**src/rdc_pkg.sv**
```systemverilog
// Shared types, constants and helpers for the radix digit converter.
`timescale 1ns / 1ps

package rdc_pkg;

   // Fixed field widths of the request and response payloads
   localparam int VALUE_WIDTH   = 32;
   localparam int BASE_WIDTH    = 8;
   localparam int CHAR_WIDTH    = 8;
   localparam int DIGIT_WIDTH   = 4;
   localparam int REM_WIDTH     = DIGIT_WIDTH + 1;

   // Divider: quotient bits retired per cycle and divider steps per digit
   localparam int BITS_PER_STEP = 8;
   localparam int DIV_STEPS     = VALUE_WIDTH / BITS_PER_STEP;
   localparam int STEP_CNT_W    = (DIV_STEPS > 1) ? $clog2(DIV_STEPS) : 1;

   // Legal radix range
   localparam logic [BASE_WIDTH-1:0] BASE_MIN = BASE_WIDTH'(2);
   localparam logic [BASE_WIDTH-1:0] BASE_MAX = BASE_WIDTH'(16);

   // ASCII anchors for digit glyphs
   localparam logic [CHAR_WIDTH-1:0] CHAR_ZERO   = 8'h30;
   localparam logic [CHAR_WIDTH-1:0] CHAR_ALPHA  = 8'h37;  // 'A' - 10
   localparam logic [DIGIT_WIDTH-1:0] DEC_LIMIT  = 4'd10;

   typedef struct packed {
      logic [VALUE_WIDTH-1:0] value;
      logic [BASE_WIDTH-1:0]  base;
   } req_type;

   typedef struct packed {
      logic [CHAR_WIDTH-1:0] digit_char;
      logic                  last_digit;
      logic                  base_error;
   } rsp_type;

   // Controller to datapath
   typedef struct packed {
      logic load_req;
      logic div_step;
      logic store_digit;
      logic read_digit;
      logic emit_digit;
      logic emit_error;
      logic dec_index;
   } cmd_type;

   // Datapath to controller
   typedef struct packed {
      logic base_bad;
      logic step_last;
      logic more_digits;
      logic index_zero;
      logic out_free;
   } status_type;

   // Digit value to ASCII character
   function automatic logic [CHAR_WIDTH-1:0] glyph(input logic [DIGIT_WIDTH-1:0] d);
      logic [CHAR_WIDTH-1:0] ext;
      ext = {{(CHAR_WIDTH-DIGIT_WIDTH){1'b0}}, d};
      if (d < DEC_LIMIT) begin
         return CHAR_ZERO + ext;
      end else begin
         return CHAR_ALPHA + ext;
      end
   endfunction

endpackage

```
**src/rdc_ram.sv**
```systemverilog
// Generic single-write, single-read RAM with registered read data.
`timescale 1ns / 1ps

module rdc_ram #(
   parameter int WIDTH = 4,
   parameter int DEPTH = 32
) (
   input  logic                     clock,
   input  logic                     wr_en,
   input  logic [$clog2(DEPTH)-1:0] wr_addr,
   input  logic [WIDTH-1:0]         wr_data,
   input  logic                     rd_en,
   input  logic [$clog2(DEPTH)-1:0] rd_addr,
   output logic [WIDTH-1:0]         rd_data
);

   logic [WIDTH-1:0] mem_ff [DEPTH];
   logic [WIDTH-1:0] rd_data_ff;

   always_ff @(posedge clock) begin
      if (wr_en) begin
         mem_ff[wr_addr] <= wr_data;
      end
      if (rd_en) begin
         rd_data_ff <= mem_ff[rd_addr];
      end
   end

   assign rd_data = rd_data_ff;

endmodule

```
**src/rdc_ctrl.sv**
```systemverilog
// Sequencing state machine for the radix digit converter.
`timescale 1ns / 1ps

module rdc_ctrl (
   input  logic               clock,
   input  logic               reset,
   input  logic               req_valid,
   output logic               req_ready,
   input  rdc_pkg::status_type status,
   output rdc_pkg::cmd_type    cmd
);

   import rdc_pkg::*;

   typedef enum logic [5:0] {
      S_IDLE  = 6'b000001,
      S_ERR   = 6'b000010,
      S_DIV   = 6'b000100,
      S_STORE = 6'b001000,
      S_READ  = 6'b010000,
      S_LOAD  = 6'b100000
   } state_type;

   state_type state_ff, state_in;

   // Next state and command decode
   always_comb begin
      state_in  = state_ff;
      cmd       = '0;
      req_ready = 1'b0;
      case (state_ff)
         S_IDLE: begin
            req_ready = 1'b1;
            if (req_valid) begin
               cmd.load_req = 1'b1;
               state_in     = status.base_bad ? S_ERR : S_DIV;
            end
         end
         S_ERR: begin
            if (status.out_free) begin
               cmd.emit_error = 1'b1;
               state_in       = S_IDLE;
            end
         end
         S_DIV: begin
            cmd.div_step = 1'b1;
            if (status.step_last) begin
               state_in = S_STORE;
            end
         end
         S_STORE: begin
            cmd.store_digit = 1'b1;
            state_in        = status.more_digits ? S_DIV : S_READ;
         end
         S_READ: begin
            cmd.read_digit = 1'b1;
            state_in       = S_LOAD;
         end
         S_LOAD: begin
            if (status.out_free) begin
               cmd.emit_digit = 1'b1;
               if (status.index_zero) begin
                  state_in = S_IDLE;
               end else begin
                  cmd.dec_index = 1'b1;
                  state_in      = S_READ;
               end
            end
         end
         default: begin
            state_in = S_IDLE;
         end
      endcase
   end

   always_ff @(posedge clock) begin
      if (reset) begin
         state_ff <= S_IDLE;
      end else begin
         state_ff <= state_in;
      end
   end

endmodule

```
**src/rdc_datapath.sv**
```systemverilog
// Divider, digit store and response register for the radix digit converter.
`timescale 1ns / 1ps

module rdc_datapath #(
   parameter int MAX_DIGITS = 32
) (
   input  logic                clock,
   input  logic                reset,
   input  rdc_pkg::req_type    req_data,
   input  logic                rsp_ready,
   output logic                rsp_valid,
   output rdc_pkg::rsp_type    rsp_data,
   input  rdc_pkg::cmd_type    cmd,
   output rdc_pkg::status_type status
);

   import rdc_pkg::*;

   localparam int AW = $clog2(MAX_DIGITS);
   localparam int CW = $clog2(MAX_DIGITS + 1);

   logic [VALUE_WIDTH-1:0] quot_ff, quot_in;
   logic [REM_WIDTH-1:0]   base_ff, base_in;
   logic [DIGIT_WIDTH-1:0] rem_ff, rem_in;
   logic [STEP_CNT_W-1:0]  step_ff, step_in;
   logic [CW-1:0]          count_ff, count_in;
   logic [AW-1:0]          index_ff, index_in;
   logic                   rsp_valid_ff, rsp_valid_in;
   rsp_type                rsp_ff, rsp_in;

   logic [REM_WIDTH-1:0]     rem_v;
   logic [BITS_PER_STEP-1:0] top_bits;
   logic [BITS_PER_STEP-1:0] q_bits;
   logic [DIGIT_WIDTH-1:0]   rd_digit;
   logic [CW-1:0]            count_next;

   // Restoring division of the top byte of the quotient by the base
   always_comb begin
      top_bits = quot_ff[VALUE_WIDTH-1 -: BITS_PER_STEP];
      rem_v    = {1'b0, rem_ff};
      q_bits   = '0;
      for (int j = BITS_PER_STEP - 1; j >= 0; j--) begin
         rem_v = {rem_v[DIGIT_WIDTH-1:0], top_bits[j]};
         if (rem_v >= base_ff) begin
            q_bits[j] = 1'b1;
            rem_v     = rem_v - base_ff;
         end
      end
   end

   assign count_next = count_ff + CW'(1);

   // Status back to the controller
   always_comb begin
      status.base_bad    = (req_data.base < BASE_MIN) || (req_data.base > BASE_MAX);
      status.step_last   = (step_ff == STEP_CNT_W'(DIV_STEPS - 1));
      status.more_digits = (quot_ff != '0) && (count_next < CW'(MAX_DIGITS));
      status.index_zero  = (index_ff == '0);
      status.out_free    = !rsp_valid_ff || rsp_ready;
   end

   // Working registers
   always_comb begin
      quot_in  = quot_ff;
      base_in  = base_ff;
      rem_in   = rem_ff;
      step_in  = step_ff;
      count_in = count_ff;
      index_in = index_ff;
      if (cmd.load_req) begin
         quot_in  = req_data.value;
         base_in  = req_data.base[REM_WIDTH-1:0];
         rem_in   = '0;
         step_in  = '0;
         count_in = '0;
      end
      if (cmd.div_step) begin
         quot_in = {quot_ff[VALUE_WIDTH-BITS_PER_STEP-1:0], q_bits};
         rem_in  = rem_v[DIGIT_WIDTH-1:0];
         step_in = step_ff + STEP_CNT_W'(1);
      end
      if (cmd.store_digit) begin
         rem_in   = '0;
         step_in  = '0;
         count_in = count_next;
         index_in = count_ff[AW-1:0];
      end
      if (cmd.dec_index) begin
         index_in = index_ff - AW'(1);
      end
   end

   always_ff @(posedge clock) begin
      if (reset) begin
         quot_ff  <= '0;
         step_ff  <= '0;
         count_ff <= '0;
         index_ff <= '0;
      end else begin
         quot_ff  <= quot_in;
         step_ff  <= step_in;
         count_ff <= count_in;
         index_ff <= index_in;
      end
   end

   always_ff @(posedge clock) begin
      base_ff <= base_in;
      rem_ff  <= rem_in;
   end

   // Digit store, written least significant digit first, read back in reverse
   rdc_ram #(
      .WIDTH (DIGIT_WIDTH),
      .DEPTH (MAX_DIGITS)
   ) u_store (
      .clock   (clock),
      .wr_en   (cmd.store_digit),
      .wr_addr (count_ff[AW-1:0]),
      .wr_data (rem_ff),
      .rd_en   (cmd.read_digit),
      .rd_addr (index_ff),
      .rd_data (rd_digit)
   );

   // Response register
   always_comb begin
      rsp_in       = rsp_ff;
      rsp_valid_in = rsp_valid_ff;
      if (cmd.emit_digit) begin
         rsp_in.digit_char = glyph(rd_digit);
         rsp_in.last_digit = (index_ff == '0);
         rsp_in.base_error = 1'b0;
         rsp_valid_in      = 1'b1;
      end else if (cmd.emit_error) begin
         rsp_in.digit_char = '0;
         rsp_in.last_digit = 1'b1;
         rsp_in.base_error = 1'b1;
         rsp_valid_in      = 1'b1;
      end else if (rsp_ready) begin
         rsp_valid_in = 1'b0;
      end
   end

   always_ff @(posedge clock) begin
      if (reset) begin
         rsp_valid_ff <= 1'b0;
      end else begin
         rsp_valid_ff <= rsp_valid_in;
      end
   end

   always_ff @(posedge clock) begin
      rsp_ff <= rsp_in;
   end

   assign rsp_valid = rsp_valid_ff;
   assign rsp_data  = rsp_ff;

endmodule

```
**src/radix_digit_converter_unit.sv**
```systemverilog
// Top level: binary to radix-k ASCII digit converter.
// Operation: a valid base with D digits is divided digit by digit (four 8-bit
//   divider steps plus one store per digit), then each digit is read and emitted.
// Flow: one request at a time, with one divider and a single read port on the
//   digit store; a new request is taken only after the last response is emitted.
// Reset: synchronous, clears the state machine, counters and response valid.
`timescale 1ns / 1ps

module radix_digit_converter_unit #(
   parameter int MAX_DIGITS = 32
) (
   input  logic             clock,
   input  logic             reset,
   input  logic             req_valid,
   output logic             req_ready,
   input  rdc_pkg::req_type req_data,
   output logic             rsp_valid,
   input  logic             rsp_ready,
   output rdc_pkg::rsp_type rsp_data
);

   import rdc_pkg::*;

   cmd_type    cmd;
   status_type status;

   rdc_ctrl u_ctrl (
      .clock     (clock),
      .reset     (reset),
      .req_valid (req_valid),
      .req_ready (req_ready),
      .status    (status),
      .cmd       (cmd)
   );

   rdc_datapath #(
      .MAX_DIGITS (MAX_DIGITS)
   ) u_datapath (
      .clock     (clock),
      .reset     (reset),
      .req_data  (req_data),
      .rsp_ready (rsp_ready),
      .rsp_valid (rsp_valid),
      .rsp_data  (rsp_data),
      .cmd       (cmd),
      .status    (status)
   );

endmodule

```
**config.mk**
```make
export PLATFORM = sky130hd
export DESIGN_NAME = radix_digit_converter_unit
export DESIGN_NICKNAME = d
export VERILOG_FILES = /design/src/rdc_pkg.sv /design/src/rdc_ram.sv /design/src/rdc_ctrl.sv /design/src/rdc_datapath.sv /design/src/radix_digit_converter_unit.sv
export SDC_FILE = /design/constraint.sdc
export NUM_CORES = 1
export LEC_CHECK = 0
export BUFFER_PORTS_ARGS = -buffer_cell sky130_fd_sc_hd__buf_2
export CORE_UTILIZATION = 55
export CTS_BUF_LIST = sky130_fd_sc_hd__clkbuf_16
export DETAILED_ROUTE_END_ITERATION = 10
export MAX_ROUTING_LAYER = met4
export PLACE_DENSITY = 0.73
export SLEW_MARGIN = 0
export SYNTH_ARGS = -nofsm -noshare
export SYNTH_HDL_FRONTEND = slang
export SYNTH_HIERARCHICAL = 1
export SYNTH_SLANG_ARGS = --single-unit
```
**constraint.sdc**
```tcl
create_clock -name clock -period 13.7 [get_ports clock]
set_input_delay 2.74 -clock clock [delete_from_list [all_inputs] [get_ports clock]]
set_output_delay 2.74 -clock clock [all_outputs]
set_load 0.005 [all_outputs]
```
==> flow_results.org, run 1 <==
** STA
- The worst path uses 86.3% of the clock period.
- Slew at the pin with the worst max-slew slack :: 982 ps
- For the final routed database, the setup TNS stands at 0 ps.
- Layout Skew :: 13.6 ps
- Setup repair after global routing missed its margin :: no
- The max-slew violation total from the final report is 0.
- The total count of hold-check failures in the final report is 0.
- Static timing analysis puts the maximum clock frequency at 0.0846 GHz.
- Setup violations remaining at the end of the flow were counted as 0.
- Hold WS :: 481 ps
- Subtracting the final worst setup slack from the clock period gives 11820 ps.
- Relative slew slack :: 34.5%

** Setup path
- For this run, the slowest stage of the critical path takes 690 ps.
- By startpoint and endpoint, the worst setup path is classified as flip-flop to flip-flop.
- STA classifies the critical path endpoint as a flip-flop.
- Along the worst path, the maximum fanout reaches 9.
- The startpoint identified for the worst register-to-register timing path is u_datapath/base_ff[1].
- Among all stages on the critical path, the largest delay is contributed by edfxtp_1.
- Required time of the critical path :: 14100 ps
- The most critical setup path has its endpoint at u_datapath/rem_ff[2].
- FF-to-FF End :: u_datapath/rem_ff[2]
- The setup check on the worst reg-to-reg path leaves a slack of 1880 ps.
- Data arrives at the worst endpoint at 12220 ps.
- STA classifies the critical path startpoint as a flip-flop.
- Dominant cell type by count on the critical path :: ha_1
- Number of cells on the worst reg-to-reg path :: 45
- Tracing the worst setup path back leads to its startpoint at u_datapath/base_ff[1].

** Die
- In this run the vertical extent of the chip is 140 um.
- Starting utilization of the core area :: 56.9%
- In this run the standard cell core region covers 0.0183 mm2.
- In this run the horizontal extent of the chip is 140 um.
- The die covers 0.0195 mm2.
- Row generation in the floorplan step produced 49 rows.
- During I/O placement, the number of pins put on the boundary was 56.

** Power
- Total power :: 2.65 mW
- Cell Pwr Density :: 232 mW/mm2
- IR analysis of the VDD net gives a maximum drop of 363 uV.
- The analysis attributes to cell leakage a power of 4.07 nW.

** Yosys
- Syn. warnings :: 6
- The mapped netlist covers 0.0104 mm2.
- Dividing the synthesized area by the synthesized cell count gives 12.1 um2.
- By instance count, the leading cell after synthesis is edfxtp_1.
- In the synthesized netlist the async set-or-reset flop fraction comes to 0%.
- Counting instances in the post-synthesis netlist gives the leading cell types as edfxtp_1, nor2_1, a21oi_1.
- Sequential element share of the synthesized area :: 52.8%
- Cell accounting for the most synthesized area :: edfxtp_1
- After synthesis the netlist holds a flip-flop and latch count of 202.
- Yosys mapped the design onto 67 distinct sky130hd cell types.
- Number of flops mapped to enable cells by yosys :: 145
- Top cell type's share of synthesized area :: 41.9%
- The cell count after synthesis came out at 858.
- The number of nets handed over by synthesis was 954.
- Largest cells by area after synthesis :: edfxtp_1, dfxtp_1, mux4_2
- In the synthesized netlist the dominant register cell turns out to be edfxtp_1.

** Global routing
- Entering global routing, the biggest net connects 78 pins.
- Global routing used 23.5% of the available tracks.
- Global-route wire length before repair :: 34.7 mm
- The number of global-route vias before repair was 6701.
- Summed over all layers, the global routing overflow is 0.
- The number of antenna violations at the first check in global routing is 0.

** CTS
- Number of instances resized during post-cts repair :: 0
- TritonCTS created 21 clock buffers.
- Clock transition at path regs :: 60 ps
- CTS Buffer Depth :: 3
- Quantity of hold-fixing buffers added after cts :: 0
- TritonCTS clock tree :: yes
- The cell sitting at the root of the clock tree is a clkbuf_16.
- Counting every sink on the clock net gives 202.
- In this run the number of H-tree levels came out at 1.
- Later-pin clock latency in the skew report :: 500 ps
- Buffers added to address setup during post-CTS repair amount to 0.

** Detailed routing
- The detail route stage leaves a number of antenna-violating nets equal to 0.
- For this block, the routed nets add up to 21.7 mm of wire.
- Vias post-DR :: 6901
- Drt wl/cell :: 18.8 um
- For this run, design rule violations remaining after detail routing come to 0.
- Vias per std cell :: 5.99
- After the first detailed-routing iteration, the DRC count stood at 425.
- The first detailed-routing pass ran for 7 iterations.

** Status
- The run finished with clean final reports.

** Hold path
- The path class of the tightest hold or removal check is flip-flop to flip-flop.

** Run
- MaxCap Viol Count :: 0

** Cells and area
- At the end of the flow, the number of nets in the layout was 1003.
- Ratio of cells with drive above 1 in the final layout :: 17.8%
- The area growth from synthesis to layout is 10.1%.

** Place
- Routability-driven placement finished with a final weighted congestion of 0.861.
- During placement, the flow inserted port buffers numbering 54.
- The HPWL after detailed placement is 14.7 mm.
[per-layer routing]
layer	GRT usage [%]	wire length (um)
met1	29.2	9230
met2	38.5	10600
met3	3.54	1210
met4	9.42	695
met5	-	0
[per-stage QoR]
| stage | cells | instance area, um2 | worst slack [ps] | util, % |
|---|---|---|---|---|
| 2_1_floorplan | 858 | 10400 | 3490 | - |
| 3_3_place_gp | 1113 | 10800 | 2520 | 59.4 |
| 3_5_place_dp | 1113 | 10800 | 2040 | 59.4 |
| 4_1_cts | 1151 | 11500 | 1950 | 62.7 |
| 5_1_grt | 1151 | 11500 | 745 | 62.7 |
| 6_report | 1152 | 11500 | 1880 | 62.7 |
[where the power goes]
part	switching, mW	total, mW	internal (mW)
sequential	0.0241	0.702	0.678
clock	0.223	0.501	0.278
combinational	0.775	1.45	0.675
total	1.02	2.65	1.63
[final cells by class]
| cell class | count | area, um2 |
|---|---|---|
| fill | 1404 | 6820 |
| timing repair buffer | 62 | 330 |
| tap | 229 | 287 |
| clock buffer | 21 | 526 |
| clock inverter | 17 | 76.3 |
| antenna | 1 | 2.50 |
| sequential | 202 | 5500 |
| multi-input combinational | 580 | 4590 |
| inverter | 40 | 150 |
[logic make-up (layout without fill, tap and decap cells)]
family	after synthesis	after routing	synth area share, %
multiplexers	88	88	13.5
buffers and inverters	76	140	3.12
AO/OA/AOI/OAI	152	152	9.53
XOR/XNOR	21	21	1.77
other	1	2	0.0361
adder cells (fa/ha/maj)	52	52	6.83
AND/OR/NAND/NOR	266	266	12.4
flip-flops	202	202	52.8
[sequential cells by signal, summed over array words and instances (netlist names)]
signal and count:
u_datapath/rsp_valid 1, u_datapath/count_ff 6, u_datapath/u_store/mem_ff 128, u_datapath/index_ff 5, u_datapath/step_ff 2, u_datapath/u_store/rd_data 4
u_datapath/rem_ff 4, u_ctrl/state_ff 6, u_datapath/rsp_data 9, u_datapath/base_ff 5, u_datapath/quot_ff 32
[critical path, delay by kind of cell (launching register included)]
| kind | cells | cell delay [ps] |
|---|---|---|
| buffers and inverters | 1 | 360 |
| flip-flops | 1 | 690 |
| AO/OA/AOI/OAI | 26 | 5900 |
| multiplexers | 3 | 1090 |
| AND/OR/NAND/NOR | 7 | 1060 |
| adder cells (fa/ha/maj) | 8 | 2630 |
[placed cells by master, fill, tap and decap left out, types with 4 or more instances in the layout]
master and count:
edfxtp_1 145, dfxtp_1 56, nand3b_1 8, clkinv_1 7
a21oi_1 59, nand2_1 33, buf_4 8, mux2i_1 33
nor2_1 122, inv_1 45, and2_1 6, and3_1 4
mux2_2 15, a21o_1 18, mux4_2 40, or3_1 4
nor3b_1 5, xnor2_1 12, nand2b_1 8, xor2_1 9
nor4_1 13, a31oi_1 11, nand4_1 5, fa_1 8
o21ai_0 10, buf_2 54, a211oi_1 14, nor3_1 19
o21ai_1 6, nand3_1 10, nor2b_1 13, clkbuf_16 21
ha_1 44
[worst min path at each step]
stage	from	endpoint	cells after the start
3_3_place_gp	u_datapath/rsp_data[0]	u_datapath/rsp_data[0]	2
3_5_place_dp	u_datapath/rsp_data[0]	u_datapath/rsp_data[0]	2
2_1_floorplan	u_datapath/rsp_data[0]	u_datapath/rsp_data[0]	2
6_report	u_datapath/rsp_data[0]	u_datapath/rsp_data[0]	2
5_1_grt	u_datapath/rsp_data[0]	u_datapath/rsp_data[0]	2
4_1_cts	u_datapath/rsp_data[0]	u_datapath/rsp_data[0]	2
Note: power is estimated with default switching activity, not from simulation.
==> run 2: changes to the inputs <==
--- a/config.mk
+++ b/config.mk
@@ -5,7 +5,9 @@
 export SDC_FILE = /design/constraint.sdc
 export NUM_CORES = 1
 export LEC_CHECK = 0
+export ABC_AREA = 1
 export BUFFER_PORTS_ARGS = -buffer_cell sky130_fd_sc_hd__buf_2
+export CORE_MARGIN = 3
 export CORE_UTILIZATION = 55
 export CTS_BUF_LIST = sky130_fd_sc_hd__clkbuf_16
 export DETAILED_ROUTE_END_ITERATION = 10
==> run 2 against run 1 <==
Via count grew 21%. Critical path depth grew 21. Die area grew 8.4%. Flip-flop and latch count is the same. Fmax grew 14%. Synthesized area grew 2.6%. Critical endpoint is now u_datapath/rem_ff[1]. Highest routed layer unchanged.
==> flow_results.org, run 2 <==
** CTS
- Number of instances resized during post-cts repair :: 0 (unchanged)
- H-tree depth :: 1 (unchanged)
- Quantity of hold-fixing buffers added after cts :: 0 (unchanged)
- The maximum clock insertion buffer count was 3 (unchanged).
- Root buffer cell :: clkbuf_16 (unchanged)
- The clock edge transition at the registers on the reported setup and hold paths is 60 ps (about the same).
- TritonCTS clock tree :: yes (unchanged)
- # clock sinks :: 202 (unchanged)
- The insertion delay to the later sink of the worst-skew pair was 510 ps (was 500 ps).
- The number of buffers inserted during clock tree synthesis is 23 (was 21).
- Post-CTS Setup Bufs :: 0 (unchanged)

** Detailed routing
- Remaining number of nets flagged by the antenna check after routing :: 0 (unchanged)
- Total iterations of the first detailed-routing run :: 6 (was 7)
- # DRC :: 0 (unchanged)
- Wire length after detailed routing :: 24.0 mm (was 21.7 mm)
- Vias per std cell :: 5.45 (was 5.99)
- Iter 0 DRT Violations :: 714 (was 425)
- The mean routed wirelength per cell was 15.7 um (was 18.8 um).
- The detailed-route via count is 8363 (was 6901).

** STA
- The fraction of the cycle the final worst path needs is 75.7% (was 86.3%).
- Fmax :: 0.0964 GHz (was 0.0846 GHz)
- Relative slew slack :: 23.6% (was 34.5%)
- Slew at the pin with the worst max-slew slack :: 1140 ps (was 982 ps)
- Layout Skew :: 7.44 ps (was 13.6 ps)
- Setup repair after global routing missed its margin: no (unchanged).
- The final critical path time including I/O delays and setup was 10380 ps (was 11820 ps).
- The max-slew violation total from the final report came to 0 (unchanged).
- Fin. Hold Viols :: 0 (unchanged)
- Setup Total Neg Slack :: 0 ps (unchanged)
- The final setup violation count came to 0 (unchanged).

** Yosys
- Number of distinct standard cells referenced by the synthesized netlist :: 45 (was 67)
- Cell accounting for the most synthesized area :: edfxtp_1 (unchanged)
- Most common library cells after synthesis :: nand2_1, nand3_1, edfxtp_1 (was edfxtp_1, nor2_1, a21oi_1)
- Syn. warnings :: 6 (unchanged)
- Number of register bits inferred by synthesis :: 202 (unchanged)
- The number of enable-type register cells in the synthesized netlist is 145 (unchanged).
- Syn nets :: 1305 (was 954)
- Top cell type's share of synthesized area :: 40.8% (was 41.9%)
- Syn avg cell area :: 8.82 um2 (was 12.1 um2)
- The main flop type after synthesis was edfxtp_1 (unchanged).
- The share of async-settable or async-resettable flops after synthesis is 0% (unchanged).
- Area of the mapped netlist :: 0.0107 mm2 (was 0.0104 mm2)
- The sequential area share after synthesis is 51.5% (was 52.8%).
- Largest cells by area after synthesis: edfxtp_1, nand2_1, dfxtp_1 (was edfxtp_1, dfxtp_1, mux4_2).
- The gate count of the mapped netlist was 1209 (was 858).
- The most used standard cell by instance count after synthesis is nand2_1 (was edfxtp_1).

** Cells and area
- The layout cell share with drive strength beyond 1 was 10.8% (was 17.8%).
- Non-filler instance count after layout :: 1535 (was 1152)
- Commonest non-fill, non-tap cells in the layout :: nand2_1, nand3_1, edfxtp_1 (was edfxtp_1, nor2_1, a21oi_1)
- The number of flip-flops in the largest register is 128 (unchanged).
- Post-layout net count :: 1354 (was 1003)
- The diode insertion count for antenna repair is 0 (was 1).
- Finished layout cell area :: 0.0118 mm2 (was 0.0115 mm2)
- Final standard cell utilization of the core :: 62.7% (about the same)
- Area added between synthesis and finish :: 11.1% (was 10.1%)
- The commonest non-fill, non-tap cell in the layout was nand2_1 (was edfxtp_1).
- Register with the highest flop count :: u_datapath/u_store/mem_ff (unchanged)

** Hold path
- The worst hold-check path type is flip-flop to flip-flop (unchanged).

** Global routing
- The number of antenna violations at the first check in global routing came to 0 (unchanged).
- Number of global-route vias before repair :: 8215 (was 6701)
- Global-route wire length before repair :: 40.2 mm (was 34.7 mm)
- The global-route usage over all layers is 23.4% (was 23.5%).
- The total congestion overflow is 0 (unchanged).
- Maximum number of pins on one net before global-route repair :: 67 (was 78)

** Setup path
- The stage delay of the slowest cell on the critical path was 710 ps (was 690 ps).
- Dominant cell type by count on the critical path :: nand2_1 (was ha_1)
- Critical Path Source Type :: flip-flop (unchanged)
- Endpoint type of the worst setup path :: flip-flop (unchanged)
- The arrival time of data at the critical path endpoint was 10810 ps (was 12220 ps).
- The category of the critical setup timing path is flip-flop to flip-flop (unchanged).
- CP max FO :: 9 (unchanged)
- Crit path max-delay cell type :: edfxtp_1 (unchanged)
- Required time of the critical path :: 14140 ps (was 14100 ps)

** Die
- Number of cell rows :: 50 (was 49)
- The core outline area is 0.0189 mm2 (was 0.0183 mm2).
- I/O Pins :: 56 (unchanged)
- The overall die height was 145 um (was 140 um).
- Starting utilization of the core area :: 56.4% (was 56.9%)
- The horizontal die dimension is 145 um (was 140 um).
- Die area :: 0.0211 mm2 (was 0.0195 mm2)

** Place
- Half-perimeter wire length of the detailed placement result :: 15.9 mm (was 14.7 mm)
- Gp weighted congestion :: 0.970 (was 0.861)
- The number of port buffers is 54 (unchanged).
- Placed cell areas :: 0.0111 mm2 (was 0.0108 mm2)
- The placed cell count came to 1493 (was 1113).

** Status
- Outcome: finished, final reports clean (unchanged).

** Run
- MaxCap Viol Count :: 0 (unchanged)
run 2: changes by cell type in the layout (fill, tap and decap cells not counted), sizes merged, moves of 15 or more:
cell    before  now
mux2i       33    0
nand2       33  340
mux4        40    0
inv         46  127
nand3       10  157
mux2        15    0
a21o        18    2
o221ai       0   17
a21oi       60   30
run 2: metrics by stage:
step	setup WS [ps]	hold slack [ps]
6_report	3320	469
3_5_place_dp	3560	459
5_1_grt	2160	496
4_1_cts	3450	471
3_3_place_gp	3960	454
2_1_floorplan	4780	442
run 2: cell families (layout without fill, tap and decap cells):
family,count (synthesis),count (layout),share of synthesized area (%)
AO/OA/AOI/OAI,107,107,6.48
XOR/XNOR,18,18,1.48
adder cells (fa/ha/maj),52,52,6.66
buffers and inverters,162,228,6.79
flip-flops,202,202,51.5
other,1,1,0.0352
AND/OR/NAND/NOR,667,667,27.0
run 2: worst max-delay path, delay by kind of cell (launching register included):
kind | cells | cell delay [ps]
flip-flops | 1 | 710
adder cells (fa/ha/maj) | 8 | 2620
buffers and inverters | 12 | 1190
AO/OA/AOI/OAI | 6 | 980
AND/OR/NAND/NOR | 40 | 4770
run 2: metal layers:
layer / track usage (%) / vias to the layer above / wire (um)
met2: 39.2 / 258 / 11600
met4: 8.07 / 0 / 833
met5: - / - / 0
met1: 29.6 / 3859 / 10300
met3: 3.12 / 63 / 1240
li1: - / 4183 / -
run 2: area by class of cell:
| class | count | area (um2) |
|---|---|---|
| clock inverter | 19 | 206 |
| clock buffer | 23 | 576 |
| fill | 1654 | 7050 |
| tap | 260 | 325 |
| timing repair buffer | 63 | 338 |
| inverter | 123 | 462 |
| sequential | 202 | 5500 |
| multi-input combinational | 845 | 4440 |
run 2: worst paths after layout:
path	from	endpoint	slack [ps]	cells after the start
setup reg to reg	u_datapath/base_ff[1]	u_datapath/rem_ff[1]	3320	66
hold / removal	u_datapath/step_ff[1]	u_datapath/step_ff[1]	470	2
setup / recovery	u_datapath/base_ff[1]	u_datapath/rem_ff[1]	3320	66
hold reg to reg	u_datapath/step_ff[1]	u_datapath/step_ff[1]	470	2
Power of run 2 is left out: the tool's default activity adds up to more than one toggle a clock period on the data nets, which glitch-free logic cannot reach.
==> run 3: changes to the inputs <==
--- a/config.mk
+++ b/config.mk
@@ -12,7 +12,7 @@
 export CTS_BUF_LIST = sky130_fd_sc_hd__clkbuf_16
 export DETAILED_ROUTE_END_ITERATION = 10
 export MAX_ROUTING_LAYER = met4
-export PLACE_DENSITY = 0.73
+export PLACE_DENSITY = 0.76
 export SLEW_MARGIN = 0
 export SYNTH_ARGS = -nofsm -noshare
 export SYNTH_HDL_FRONTEND = slang
==> constraint.sdc (replaced) <==
create_clock -name clock -period 8.8 [get_ports clock]
set_input_delay 1.76 -clock clock [delete_from_list [all_inputs] [get_ports clock]]
set_output_delay 1.76 -clock clock [all_outputs]
set_load 0.005 [all_outputs]
==> run 3 against run 2 <==
The flow now finishes with violations (setup timing). Hold slack lost 3.8 ps. Via count grew 9.8%. Sequential share of layout area shrank 4.4 points. Fmax grew 9.5%. Die area is the same. Routed wire length grew 19%. Register-to-register slack lost 4000 ps. Highest routed layer unchanged.
==> flow_results.org, run 3 (same netlist as run 2, synthesis figures left out) <==
** Status
- Outcome: finished, violations left (was finished, final reports clean).
- The final reports fail on setup timing.

** Die
- The overall die height is 145 um (unchanged).
- The core outline area was 0.0189 mm2 (unchanged).
- I/O Pins :: 56 (unchanged)
- Die area :: 0.0211 mm2 (unchanged)
- Starting utilization of the core area :: 56.4% (unchanged)
- The horizontal die dimension is 145 um (unchanged).
- Number of cell rows :: 50 (unchanged)

** Cells and area
- The post-layout instance count excluding filler cells is 1595 (was 1535).
- The synthesis-to-finish area growth was 22.8% (was 11.1%).
- The register bank with the most flops is u_datapath/u_store/mem_ff (unchanged).
- The layout cell share with drive strength beyond 1 was 25.8% (was 10.8%).
- Most common cell after layout, fill and taps aside :: nand2_1 (unchanged)
- Finished layout cell area :: 0.0131 mm2 (was 0.0118 mm2)
- Commonest non-fill, non-tap cells in the layout: nand2_1, edfxtp_1, nand3_1 (was nand2_1, nand3_1, edfxtp_1).
- Max FFs per register :: 128 (unchanged)
- The number of nets in the layout is 1415 (was 1354).
- The diode insertion count for antenna repair came to 0 (unchanged).

** Setup path
- Reg2reg start :: u_datapath/base_ff[3] (was u_datapath/base_ff[1])
- Critical Path Source Type :: flip-flop (unchanged)
- Data arrival time at the worst-slack endpoint :: 9900 ps (was 10810 ps)
- The stage delay of the slowest cell on the critical path came to 420 ps (was 710 ps).
- The maximum fanout count along the critical path is 5 (was 9).
- Number of cells on the worst reg-to-reg path :: 67 (was 66)
- The critical path launch point was u_datapath/base_ff[3] (was u_datapath/base_ff[1]).
- The kind of capture point of the worst setup path is a flip-flop (unchanged).
- Minimum setup slack among reg-to-reg paths :: -680 ps (was 3320 ps)
- The cell with the biggest individual delay on the critical path is edfxtp_1 (unchanged).
- The capturing point of the worst reg2reg path is u_datapath/rem_ff[3] (was u_datapath/rem_ff[1]).
- The category of the critical setup timing path was flip-flop to flip-flop (unchanged).
- The cell repeated most along the worst path is nand2_2 (was nand2_1).
- Required time of the critical path :: 9230 ps (was 14140 ps)

** CTS
- Later-pin clock latency in the skew report :: 510 ps (about the same)
- # clock sinks :: 202 (unchanged)
- The master cell of the clock root buffer was clkbuf_16 (unchanged).
- H-tree depth :: 1 (unchanged)
- The CTS tree is yes (unchanged).
- The number of buffers inserted during clock tree synthesis is 22 (was 23).
- Quantity of hold-fixing buffers added after cts :: 0 (unchanged)
- CTS Buffer Depth :: 3 (unchanged)
- Clock transition at path regs :: 70 ps (was 60 ps)

** Detailed routing
- The antenna violation net count after detailed routing came to 0 (unchanged).
- The number of detailed-route iterations in the first pass was 5 (was 6).
- # DRC :: 0 (unchanged)
- The aggregate routed wire length was 28.6 mm (was 24.0 mm).
- Drt wl/cell :: 17.9 um (was 15.7 um)
- The detailed-route vias per instance is 5.76 (was 5.45).
- Iter 0 DRT Violations :: 783 (was 714)
- Vias post-DR :: 9183 (was 8363)

** Run
- MaxCap Viol Count :: 0 (unchanged)

** Global routing
- Maximum number of pins on one net before global-route repair :: 67 (unchanged)
- Global-route wire length before repair :: 41.6 mm (was 40.2 mm)
- Number of global-route vias before repair :: 8630 (was 8215)
- The global-route usage over all layers came to 24.3% (was 23.4%).
- The number of antenna violations at the first check in global routing was 0 (unchanged).
- The total congestion overflow came to 0 (unchanged).

** Place
- The routability congestion estimate from global placement came to 0.976 (was 0.970).
- Number of placed instances, taps included :: 1513 (was 1493)
- The setup slack at placement came to -337 ps (was 3560 ps).
- Half-perimeter wire length of the detailed placement result :: 16.4 mm (was 15.9 mm)
- The number of port buffers came to 54 (unchanged).
- The total placed instance area is 0.0112 mm2 (was 0.0111 mm2).

** STA
- The headroom to the max-slew limit was 27.3% (was 23.6%).
- The actual slew at the worst max-slew pin was 1090 ps (was 1140 ps).
- Layout Skew :: 21.4 ps (was 7.44 ps)
- The fraction of the cycle the final worst path needs is 108% (was 75.7%).
- Shortest period the worst path allows :: 9480 ps (was 10380 ps)
- Fmax :: 0.106 GHz (was 0.0964 GHz)
- Setup-failing EPs final :: 5 (was 0)
- Fin. Hold Viols :: 0 (unchanged)
- The final worst setup slack came to -675 ps (was 3320 ps).
- Setup repair after global routing missed its margin: yes (was no).
- Number of pins with negative max-slew slack in the final report :: 0 (unchanged)

** Hold path
- Hold path start :: u_datapath/rsp_data[0] (was u_datapath/step_ff[1])
- Type of the tightest min-delay check :: flip-flop to flip-flop (unchanged)
- The cell depth of the worst min-delay path is 2 (unchanged).
- The endpoint with the worst hold slack was u_datapath/rsp_data[0] (was u_datapath/step_ff[1]).
## run 3: changes by cell type in the layout (fill, tap and decap cells not counted), moves of 10 or more
cell | previous run | this run
nand2_1 | 337 | 288
buf_4 | 9 | 65
ha_4 | 0 | 27
inv_1 | 114 | 91
ha_1 | 44 | 17
inv_2 | 12 | 28
nand3_2 | 10 | 20
nand3_1 | 147 | 132
nand2_2 | 3 | 46
## run 3: repair_timing
item | CTS | global route
pin swaps | 19 | 88
resized for setup | 36 | 141
buffers inserted | 12 | 30
endpoints found under the setup margin | 5 | 5
## run 3: worst max path at each step
stage	end	slack (ps)
CTS	u_datapath/rem_ff[1]	2
floorplan	u_datapath/rem_ff[0]	20
global placement	u_datapath/rem_ff[1]	-70
detailed placement	u_datapath/rem_ff[1]	-340
global route	u_datapath/rem_ff[2]	-940
finish	u_datapath/rem_ff[3]	-680
## run 3: critical path: cells and delay by family (launching register included)
family / cells / cell delay (ps)
simple gates: 40 / 4880
fa+ha+maj: 8 / 2000
buf+inv: 15 / 1340
compound gates: 4 / 700
flops: 1 / 420
## run 3: routing by layer
layer	wire (um)	share of wire (%)	GRT usage (%)
met5	0	0	-
met4	1630	5.7	10.9
met3	1790	6.3	3.53
met2	14000	49	39.8
met1	11100	39	30.1
## run 3: stage by stage
stage / utilization [%] / setup TNS [ps] / hold slack, ps
CTS: 65.1 / 0 / 470
finish: 69.3 / -2900 / 466
global placement: 59.4 / -150 / 453
detailed placement: 59.4 / -1440 / 455
global route: 69.3 / -4430 / 515
floorplan: - / 0 / 442
## run 3: final cells by class
class | count | area (um2)
Fill cell | 1365 | 5800
Timing Repair Buffer | 125 | 826
Clock inverter | 17 | 194
Inverter | 123 | 472
Tap cell | 260 | 325
Sequential cell | 202 | 5500
Multi-Input combinational cell | 845 | 5200
Clock buffer | 23 | 576
Power of run 3 is left out for the same reason.
